### src/rtl/dqne_pkg.sv
// dqne_pkg: shared types and constants for the dns query name extractor
// used by every module of the block and by its checker

package dqne_pkg;

    localparam int BYTE_W     = 8;
    localparam int NAME_LEN_W = 9;
    localparam int PORT_W     = 16;
    localparam int STATUS_W   = 3;
    localparam int CFG_IDX_W  = 1;
    localparam int CFG_DATA_W = 16;

    // register indexes of the configuration port
    localparam logic [CFG_IDX_W-1:0] CFG_MAX_NAME_LEN = 1'd0;
    localparam logic [CFG_IDX_W-1:0] CFG_DNS_PORT     = 1'd1;

    // reset values of the configuration registers
    localparam logic [NAME_LEN_W-1:0] MAX_NAME_LEN_RESET = 9'd256;
    localparam logic [PORT_W-1:0]     DNS_PORT_RESET     = 16'd53;

    // result status codes
    localparam logic [STATUS_W-1:0] ST_OK        = 3'd0;
    localparam logic [STATUS_W-1:0] ST_NOT_IPV4  = 3'd1;
    localparam logic [STATUS_W-1:0] ST_NOT_UDP   = 3'd2;
    localparam logic [STATUS_W-1:0] ST_WRONG_PORT = 3'd3;
    localparam logic [STATUS_W-1:0] ST_NOT_QUERY = 3'd4;
    localparam logic [STATUS_W-1:0] ST_SHORT     = 3'd5;

    localparam logic [15:0]       ETHERTYPE_IPV4 = 16'h0800;
    localparam logic [BYTE_W-1:0] IP_PROTO_UDP   = 8'd17;
    localparam logic [BYTE_W-1:0] ASCII_DOT      = 8'h2e;

    typedef struct packed {
        logic [BYTE_W-1:0] frame_byte;
        logic              frame_end;
    } in_t;

    typedef struct packed {
        logic [BYTE_W-1:0]   name_char;
        logic                char_valid;
        logic [STATUS_W-1:0] status;
        logic                last;
    } out_t;

    typedef struct packed {
        logic [NAME_LEN_W-1:0] max_name_len;
        logic [PORT_W-1:0]     dns_port;
    } cfg_t;

endpackage

### src/rtl/dqne_parser.sv
// dqne_parser: per-byte frame parser state and the step logic that forms one result
// depends on dqne_pkg

module dqne_parser (
    input  logic          aclk,
    input  logic          aresetn,
    input  logic          step_en,
    input  dqne_pkg::in_t  in_data,
    input  dqne_pkg::cfg_t cfg,
    output dqne_pkg::out_t result,
    output logic          has_result
);
    import dqne_pkg::*;

    localparam logic [1:0] PH_HEADER = 2'd0;
    localparam logic [1:0] PH_LEN    = 2'd1;
    localparam logic [1:0] PH_LABEL  = 2'd2;
    localparam logic [1:0] PH_DONE   = 2'd3;

    localparam logic [6:0] OFF_MAX     = 7'd127;
    localparam logic [6:0] OFF_TYPE_HI = 7'd12;
    localparam logic [6:0] OFF_TYPE_LO = 7'd13;
    localparam logic [6:0] OFF_IHL     = 7'd14;
    localparam logic [6:0] OFF_PROTO   = 7'd23;
    localparam logic [3:0] IHL_MIN     = 4'd5;

    logic [6:0]            offset_reg,   offset_next;
    logic [1:0]            phase_reg,    phase_next;
    logic [3:0]            hwords_reg,   hwords_next;
    logic [BYTE_W-1:0]     held_reg,     held_next;
    logic [BYTE_W-1:0]     label_reg,    label_next;
    logic [NAME_LEN_W-1:0] emitted_reg,  emitted_next;

    logic [BYTE_W-1:0]     b;
    logic [6:0]            udp_off;
    logic [NAME_LEN_W-1:0] limit;
    logic                  fin;

    assign b       = in_data.frame_byte;
    assign udp_off = OFF_IHL + {1'b0, hwords_reg, 2'b00};
    assign limit   = (cfg.max_name_len == '0) ? '0 : cfg.max_name_len - 1'b1;

    always_comb begin
        offset_next  = offset_reg;
        phase_next   = phase_reg;
        hwords_next  = hwords_reg;
        held_next    = held_reg;
        label_next   = label_reg;
        emitted_next = emitted_reg;
        result       = '0;
        result.status = ST_OK;
        fin          = 1'b0;

        case (phase_reg)
            PH_HEADER: begin
                if (offset_reg == OFF_TYPE_HI) begin
                    held_next = b;
                end else if (offset_reg == OFF_TYPE_LO) begin
                    if ({held_reg, b} != ETHERTYPE_IPV4) begin
                        result.status = ST_NOT_IPV4;
                        fin = 1'b1;
                    end
                end else if (offset_reg == OFF_IHL) begin
                    hwords_next = (b[3:0] < IHL_MIN) ? IHL_MIN : b[3:0];
                end else if (offset_reg == OFF_PROTO) begin
                    if (b != IP_PROTO_UDP) begin
                        result.status = ST_NOT_UDP;
                        fin = 1'b1;
                    end
                end else if (offset_reg == udp_off + 7'd2) begin
                    held_next = b;
                end else if (offset_reg == udp_off + 7'd3) begin
                    if ({held_reg, b} != cfg.dns_port) begin
                        result.status = ST_WRONG_PORT;
                        fin = 1'b1;
                    end
                end else if (offset_reg == udp_off + 7'd10) begin
                    // qr flag set means a response
                    if (b[7]) begin
                        result.status = ST_NOT_QUERY;
                        fin = 1'b1;
                    end
                end else if (offset_reg == udp_off + 7'd20) begin
                    // first length byte of the question name
                    if (b == '0 || limit == '0) begin
                        fin = 1'b1;
                    end else begin
                        label_next = b;
                        phase_next = PH_LABEL;
                    end
                end
            end
            PH_LABEL: begin
                result.name_char  = b;
                result.char_valid = 1'b1;
                emitted_next = emitted_reg + 1'b1;
                label_next   = label_reg - 1'b1;
                if (emitted_next >= limit) begin
                    fin = 1'b1;
                end else if (label_next == '0) begin
                    phase_next = PH_LEN;
                end
            end
            PH_LEN: begin
                if (b == '0) begin
                    fin = 1'b1;
                end else begin
                    result.name_char  = ASCII_DOT;
                    result.char_valid = 1'b1;
                    emitted_next = emitted_reg + 1'b1;
                    label_next   = b;
                    if (emitted_next >= limit) begin
                        fin = 1'b1;
                    end else begin
                        phase_next = PH_LABEL;
                    end
                end
            end
            default: begin
            end
        endcase

        if (fin) begin
            result.last = 1'b1;
            phase_next  = PH_DONE;
        end

        if (in_data.frame_end) begin
            // frame ran out before the name finished
            if (!fin && phase_next != PH_DONE) begin
                result.status = ST_SHORT;
                result.last   = 1'b1;
                fin           = 1'b1;
            end
            offset_next  = '0;
            phase_next   = PH_HEADER;
            hwords_next  = IHL_MIN;
            held_next    = '0;
            label_next   = '0;
            emitted_next = '0;
        end else if (offset_reg < OFF_MAX) begin
            offset_next = offset_reg + 1'b1;
        end

        has_result = fin || result.char_valid;
    end

    always_ff @(posedge aclk) begin
        if (!aresetn) begin
            offset_reg  <= '0;
            phase_reg   <= PH_HEADER;
            hwords_reg  <= IHL_MIN;
            held_reg    <= '0;
            label_reg   <= '0;
            emitted_reg <= '0;
        end else if (step_en) begin
            offset_reg  <= offset_next;
            phase_reg   <= phase_next;
            hwords_reg  <= hwords_next;
            held_reg    <= held_next;
            label_reg   <= label_next;
            emitted_reg <= emitted_next;
        end
    end

endmodule

### src/rtl/dns_query_name_extractor.sv
// dns_query_name_extractor: top level with input register, parser and result register
// depends on dqne_pkg and dqne_parser
//
//   channel  | direction | ports                    | carries
//   ---------+-----------+--------------------------+-----------------------------------
//   s_       | in        | s_valid s_ready s_data   | one frame byte and end-of-frame flag
//   m_       | out       | m_valid m_ready m_data   | name char and/or final status
//   cfg_     | in        | cfg_we cfg_index cfg_wdata | max_name_len, dns_port writes
//
// one byte per cycle sustained while m_ready keeps the result register free; a byte is held
// in the input register, then the parser step loads the result register
// a byte leaves the input register only when the result register is free or drained
// s_ready stays high while the input register is empty, even with a result waiting
// reset clears both valid flags and the parser, config returns to 256 and port 53

module dns_query_name_extractor (
    input  logic                                aclk,
    input  logic                                aresetn,
    input  logic                                s_valid,
    output logic                                s_ready,
    input  dqne_pkg::in_t                       s_data,
    output logic                                m_valid,
    input  logic                                m_ready,
    output dqne_pkg::out_t                      m_data,
    input  logic                                cfg_we,
    input  logic [dqne_pkg::CFG_IDX_W-1:0]      cfg_index,
    input  logic [dqne_pkg::CFG_DATA_W-1:0]     cfg_wdata
);
    import dqne_pkg::*;

    logic  in_valid_reg;
    in_t   in_data_reg;
    logic  m_valid_reg;
    out_t  m_data_reg;
    cfg_t  cfg_reg;

    logic  out_free;
    logic  step;
    out_t  result;
    logic  has_result;

    assign out_free = !m_valid_reg || m_ready;
    assign step     = in_valid_reg && out_free;
    assign s_ready  = !in_valid_reg || out_free;
    assign m_valid  = m_valid_reg;
    assign m_data   = m_data_reg;

    always_ff @(posedge aclk) begin
        if (!aresetn) begin
            in_valid_reg <= 1'b0;
        end else if (s_ready) begin
            in_valid_reg <= s_valid;
        end
    end

    always_ff @(posedge aclk) begin
        if (s_valid && s_ready) begin
            in_data_reg <= s_data;
        end
    end

    always_ff @(posedge aclk) begin
        if (!aresetn) begin
            m_valid_reg <= 1'b0;
        end else if (out_free) begin
            m_valid_reg <= step && has_result;
        end
    end

    always_ff @(posedge aclk) begin
        if (step && has_result) begin
            m_data_reg <= result;
        end
    end

    always_ff @(posedge aclk) begin
        if (!aresetn) begin
            cfg_reg.max_name_len <= MAX_NAME_LEN_RESET;
            cfg_reg.dns_port     <= DNS_PORT_RESET;
        end else if (cfg_we) begin
            case (cfg_index)
                CFG_MAX_NAME_LEN: cfg_reg.max_name_len <= cfg_wdata[NAME_LEN_W-1:0];
                CFG_DNS_PORT:     cfg_reg.dns_port     <= cfg_wdata[PORT_W-1:0];
                default: begin
                end
            endcase
        end
    end

    dqne_parser u_parser (
        .aclk       (aclk),
        .aresetn    (aresetn),
        .step_en    (step),
        .in_data    (in_data_reg),
        .cfg        (cfg_reg),
        .result     (result),
        .has_result (has_result)
    );

endmodule

### config.mk
export PLATFORM = sky130hd
export DESIGN_NAME = dns_query_name_extractor
export DESIGN_NICKNAME = d
export VERILOG_FILES = /design/src/rtl/dqne_pkg.sv /design/src/rtl/dqne_parser.sv /design/src/rtl/dns_query_name_extractor.sv
export SDC_FILE = /design/constraint.sdc
export NUM_CORES = 1
export LEC_CHECK = 0
export ABC_AREA = 0
export BUFFER_PORTS_ARGS = -buffer_cell sky130_fd_sc_hd__buf_4
export CORE_MARGIN = 1
export CORE_UTILIZATION = 50
export CTS_CLUSTER_DIAMETER = 120
export DETAILED_ROUTE_END_ITERATION = 16
export PLACE_DENSITY = 0.66
export REMOVE_ABC_BUFFERS = 1
export SYNTH_ARGS = -nofsm -noshare
export SYNTH_HDL_FRONTEND = slang
export SYNTH_HIERARCHICAL = 1
export SYNTH_SLANG_ARGS = --single-unit
### constraint.sdc
create_clock -name aclk -period 5.6 [get_ports aclk]
set_input_delay 1.12 -clock aclk [delete_from_list [all_inputs] [get_ports aclk]]
set_output_delay 1.12 -clock aclk [all_outputs]
set_load 0.02 [all_outputs]
==> flow_summary.ini, run 1 <==
[power_and_ir_drop]
p_comb_frac = 0.129
sw_frac_of_total = 0.279
ir_drop_v = 0.000182
clockPowerShare = 0.343
powerDensity_mw_per_mm2 = 217
p_int_uw = 945
pwr-share-seq = 0.528
switching_power_uw = 365
p_total_mw = 1.31
leakagePower_nw = 2.38

[worst_setup_path]
r2r-end = m_data[10]
rr_worst_depth = 13
start_kind = flip-flop
rrSetupSlack_ps = 770
worstPathMaxFanout = 13
crit_path_end_kind = flip-flop
required_ps = 5600
r2r_start = cfg_reg[23]
criticalPathCategory = flip-flop to flip-flop
arrival_ps = 4830

[yosys]
yosys_warnings = 6
synthCells = 642
syn_area_mm2 = 0.00551
synth_edf_count = 22
synth.distinct_cells = 74
ys_ff_latch = 87
async_reset_ff_frac = 0
synth_ff_type = dfxtp_1
avgSynthCellArea_um2 = 8.59
netlist.area_leader.share = 0.236
netlist.top_cell.by_area = dfxtp_1
synth-seq-area-share = 0.356
synthTopCellsByArea = dfxtp_1 (24%), edfxtp_1 (12%), nand2_1 (5.5%)

[route]
wl_per_cell_um = 17.0
drt_iter0_drc = 454
route.vias.total = 4807
post_drt_via_cell_ratio = 5.97
ant_nets = 0
firstDrtPassIters = 6
drc = 0
wl_mm = 13.7

[clock_tree]
cts_setup_buffers = 0
cts.repair.resized = 0
cts_tree = done
worstSkewPairLatency_ps = 370
clock_path_buffers = 2
postCtsHoldBufs = 0
cts_buffers = 9
root_buffer = clkbuf_8
cts_sinks = 87
clk_pin_slew_worst_paths_ps = 90
htreeDepth = 3

[sta]
tns_ps = 0
finalMaxSlewViolations = 0
slew_headroom = 0.326
whs_ps = 475
post-route-period-util = 0.862
max_freq_mhz = 207
rsz0062_at_grt = no
finalSetupViolCount = 0
final_hold_viol_count = 0
fin_skew_ps = 6.40
tightest_slew_ps = 985
min_period_ps = 4830

[global_routing]
grt_pass1_vias = 4462
grt_remaining_overflow = 0
grt_use_total = 0.248
grt_max_degree = 68
grt_antenna_before_repair = 0
grt_first_pass_wirelength_mm = 22.1

[final_layout]
final_layout_size_suffix_gt1_frac = 0.127
antenna_cells = 0
largest_reg_flops = 25
instances_no_fill = 805
fin_area_mm2 = 0.00604
nets = 718
area_delta_synth_final_pct = 9.58

[floorplan]
die_w_um = 107
core.rowCount = 37
io_pins = 46
initial_utilization = 0.525
die_h_um = 107
die_area_mm2 = 0.0115
coreArea_mm2 = 0.0105

[worst_hold_path]
min_path_cells = 2
hold_path_class = flip-flop to flip-flop
hp-start = cfg_reg[9]
hold_end = cfg_reg[9]

[outcome]
outcome = finished, final reports clean

[placement]
place_congestion = 0.978
dp_hpwl_mm = 9.66
dp.cells = 789
place.port_buffers = 45
place_area_mm2 = 0.00585

[flow_run]
cap_viol_max_count = 0
==> through the flow <==
stage	setup WS, ps	utilization
floorplan	1350	-
global placement	937	0.556
detailed placement	832	0.556
CTS	803	0.575
global route	404	0.575
finish	771	0.575
==> worst max-delay path: stages (launching register included) <==
cell and delay (ps):
dfxtp_1 350, or4_1 550, or3_1 440, nand2_1 100, ha_1 240, a211o_1 280
a2111oi_0 380, o21ai_1 250, a2111o_1 420, o221ai_1 280, a211oi_1 140, o211ai_1 200
nand2_1 90, nor2_1 750
==> synthesized netlist by cell type, types with 19 or more instances <==
master    number
inv_1         25
dfxtp_1       65
a21oi_1       25
mux2i_1       23
xnor2_1       29
o21ai_0       29
nor2_1        45
clkbuf_1      19
ha_1          23
nand2_1       81
edfxtp_1      22
nand3_1       26
==> per-layer routing <==
metal  up-vias  wire length [µm]  track usage
met1      2283              6170        0.322
met2       134              6650        0.421
met5         -                 0            0
met4         0               197       0.0744
li1       2372                 -            -
met3        18               649       0.0395
==> cell usage in the layout, fill, tap and decap left out, types with 4 or more instances in the layout <==
cell	netlist	layout
o211ai_1	9	9
and2_1	12	12
o21ai_2	7	7
nor3b_1	5	5
xnor2_1	29	29
nand3_1	26	26
xor2_1	13	13
nand2b_1	7	7
dfxtp_1	65	65
inv_1	25	25
o21ai_0	29	29
nor2_1	45	45
mux2i_1	23	23
o211ai_2	4	4
nand4_1	18	18
nor4_1	5	5
a31oi_1	7	7
and3_1	6	6
clkbuf_8	0	9
nor2b_1	5	5
a21oi_1	25	25
nand2_1	81	81
nor3_1	13	13
buf_4	1	46
o31ai_1	4	4
o21a_1	6	6
a21boi_0	5	5
a211oi_1	9	9
or4_1	5	5
or3_1	9	9
edfxtp_1	22	22
o21ai_1	7	7
ha_1	23	23
==> how the worst max path moves through the flow <==
stage	startpoint	endpoint	slack [ps]
finish	cfg_reg[23]	m_data[10]	770
CTS	cfg_reg[23]	m_data[3]	800
global placement	cfg_reg[23]	m_data[5]	940
detailed placement	cfg_reg[23]	m_data[5]	830
floorplan	cfg_reg[23]	m_data[0]	1350
global route	cfg_reg[23]	m_data[3]	400
==> power by group through the flow <==
stage	logic (mW)	clock network [mW]	registers (mW)
detailed placement	0.167	0	0.706
global route	0.187	0.482	0.695
CTS	0.168	0.454	0.691
global placement	0.162	0	0.705
floorplan	0.105	0	0.699
finish	0.168	0.450	0.692
==> area by class of cell <==
class / count / area [µm²]
multi-input combinational: 495 / 3270
tap: 136 / 170
clock inverter: 6 / 68.8
inverter: 25 / 93.8
fill: 977 / 4470
clock buffer: 10 / 128
timing repair buffer: 46 / 345
sequential: 87 / 1960
==> logic make-up (layout without fill, tap and decap cells) <==
| kind of cell | count (synthesis) | count (layout) | share of synthesized area |
|---|---|---|---|
| and+or+nand+nor | 257 | 257 | 0.239 |
| muxes | 24 | 24 | 0.0438 |
| AOI/OAI and AO/OA | 147 | 147 | 0.186 |
| xor gates and xnor gates | 44 | 44 | 0.0726 |
| DFF | 87 | 87 | 0.356 |
| buffers and inverters | 60 | 87 | 0.0504 |
| adders and majority gates | 23 | 23 | 0.0522 |
Power figures use the tool's default switching activity.
==> run 2, diff against run 1 <==
--- a/config.mk
+++ b/config.mk
@@ -9,6 +9,7 @@
 export BUFFER_PORTS_ARGS = -buffer_cell sky130_fd_sc_hd__buf_4
 export CORE_MARGIN = 1
 export CORE_UTILIZATION = 50
+export CTS_BUF_LIST = sky130_fd_sc_hd__clkbuf_16
 export CTS_CLUSTER_DIAMETER = 120
 export DETAILED_ROUTE_END_ITERATION = 16
 export PLACE_DENSITY = 0.66
==> run 2 against run 1 <==
Wire length grew 1.1%; clock power grew 33%; register-to-register slack is essentially flat; largest power group unchanged; sequential power is essentially flat; final cell count is the same; worst setup slack lost 10 ps; via count grew 0.58%; core utilization grew 0.96 points; hold slack lost 3.8 ps; total power grew 12%.
==> flow_summary.ini, run 2 (synthesized netlist as in run 1, its figures left out) <==
[outcome]
outcome = finished, final reports clean

[power_and_ir_drop]
ir_drop_v = 0.000169
leakagePower_nw = 2.43
powerDensity_mw_per_mm2 = 238

[placement]
dp_hpwl_mm = 9.66
dp.cells = 789
place.port_buffers = 45
place_congestion = 0.978

[floorplan]
die_h_um = 107
io_pins = 46
die_area_mm2 = 0.0115
die_w_um = 107
coreArea_mm2 = 0.0105
initial_utilization = 0.525
core.rowCount = 37

[route]
drc = 0
ant_nets = 0
wl_mm = 13.8
post_drt_via_cell_ratio = 6.01
drt_iter0_drc = 473
wl_per_cell_um = 17.2
firstDrtPassIters = 6
route.vias.total = 4835

[worst_setup_path]
r2r_start = cfg_reg[23]
crit_path_frequent_cell = nand2_1
worstPathMaxFanout = 13
arrival_ps = 4800
slowest_stage = nor2_1
crit_path_end_kind = flip-flop
max_stage_delay_ps = 750
r2r-end = m_data[3]
crit_chain = or4_1, or3_1, nand2_1, ha_1, a211o_1, a2111oi_0, o21ai_1, a2111o_1, o221ai_1, a211oi_1, o211ai_1, nand2_1, nor2_1
rr_worst_depth = 13
required_ps = 5560
criticalPathCategory = flip-flop to flip-flop
start_kind = flip-flop
rrSetupSlack_ps = 760

[global_routing]
grt_pass1_vias = 4526
grt_use_total = 0.249
grt_remaining_overflow = 0
grt_max_degree = 68
grt_first_pass_wirelength_mm = 22.2
grt_antenna_before_repair = 0

[sta]
rsz0062_at_grt = no
tightest_slew_ps = 1010
min_period_ps = 4840
fin_skew_ps = 5.68
post-route-period-util = 0.864
finalSetupViolCount = 0
final_hold_viol_count = 0
finalMaxSlewViolations = 0
slew_headroom = 0.327
max_freq_mhz = 207
tns_ps = 0

[flow_run]
cap_viol_max_count = 0

[final_layout]
area_delta_synth_final_pct = 11.4
layout_commonest_cell = nand2_1
largest_reg_flops = 25
instances_no_fill = 805
final_layout_size_suffix_gt1_frac = 0.127
nets = 718
fillers = 965
antenna_cells = 0
final_cell_mix = nand2_1 (81), dfxtp_1 (65), buf_4 (46)

[clock_tree]
cts_tree = done
htreeDepth = 3
clock_path_buffers = 2
cts.repair.resized = 0
clk_pin_slew_worst_paths_ps = 60
cts_setup_buffers = 0
root_buffer = clkbuf_16
cts_buffers = 9
worstSkewPairLatency_ps = 340
cts_sinks = 87
postCtsHoldBufs = 0

[worst_hold_path]
hold_path_class = flip-flop to flip-flop
hp-start = cfg_reg[15]
min_path_cells = 2
hold_end = cfg_reg[15]
run 2: cell types whose count changed in the layout (fill, tap and decap cells not counted):
cell / previous run / this run
clkbuf_16: 0 / 9
clkbuf_1: 1 / 0
clkbuf_8: 9 / 0
inv_1: 25 / 26
run 2: worst max path at each step:
stage | startpoint | endpoint | slack, ps
after global placement | cfg_reg[23] | m_data[5] | 940
after CTS | cfg_reg[23] | m_data[3] | 800
after global routing | cfg_reg[23] | m_data[3] | 400
final | cfg_reg[23] | m_data[3] | 760
after floorplan | cfg_reg[23] | m_data[0] | 1350
after detailed placement | cfg_reg[23] | m_data[5] | 830
run 2: cell type report:
cell class              instances  area (µm²)  share of cell area
multi-input cells             495        3270               0.533
well taps                     136         170              0.0277
flip-flops and latches         87        1960               0.319
clock buffers                   9         225              0.0367
repair buffers                 46         345              0.0562
clock inverters                 7        72.6              0.0118
inverters                      25        93.8              0.0153
run 2: per-layer routing:
metal | track usage | wire, µm | vias up
li1 | - | - | 2372
met1 | 0.322 | 6320 | 2303
met2 | 0.419 | 6740 | 140
met3 | 0.0395 | 535 | 20
met4 | 0.0851 | 224 | 0
met5 | 0 | 0 | -
run 2: stage by stage:
step	worst slack, ps	hold WS, ps	cell area, µm²	utilization	power, mW
final	761	471	6140	0.585	1.46
after global routing	400	493	6140	0.585	1.52
after CTS	802	475	6140	0.585	1.47
after detailed placement	832	464	5850	0.556	0.873
after global placement	937	458	5850	0.556	0.867
after floorplan	1350	442	5330	-	0.804
run 2: report_power, final:
part	total (mW)	internal [mW]	switching, mW	leakage, nW
combinational	0.169	0.0721	0.0974	1.54
sequential	0.692	0.664	0.0286	0.738
clock	0.600	0.347	0.253	0.148
total	1.46	1.08	0.379	2.43
run 2: critical path: cells and delay by family (launching register included):
family,cells,cell delay [ps]
AOI/OAI and AO/OA,7,1950
and+or+nand+nor,5,1930
DFF,1,350
adders and majority gates,1,240
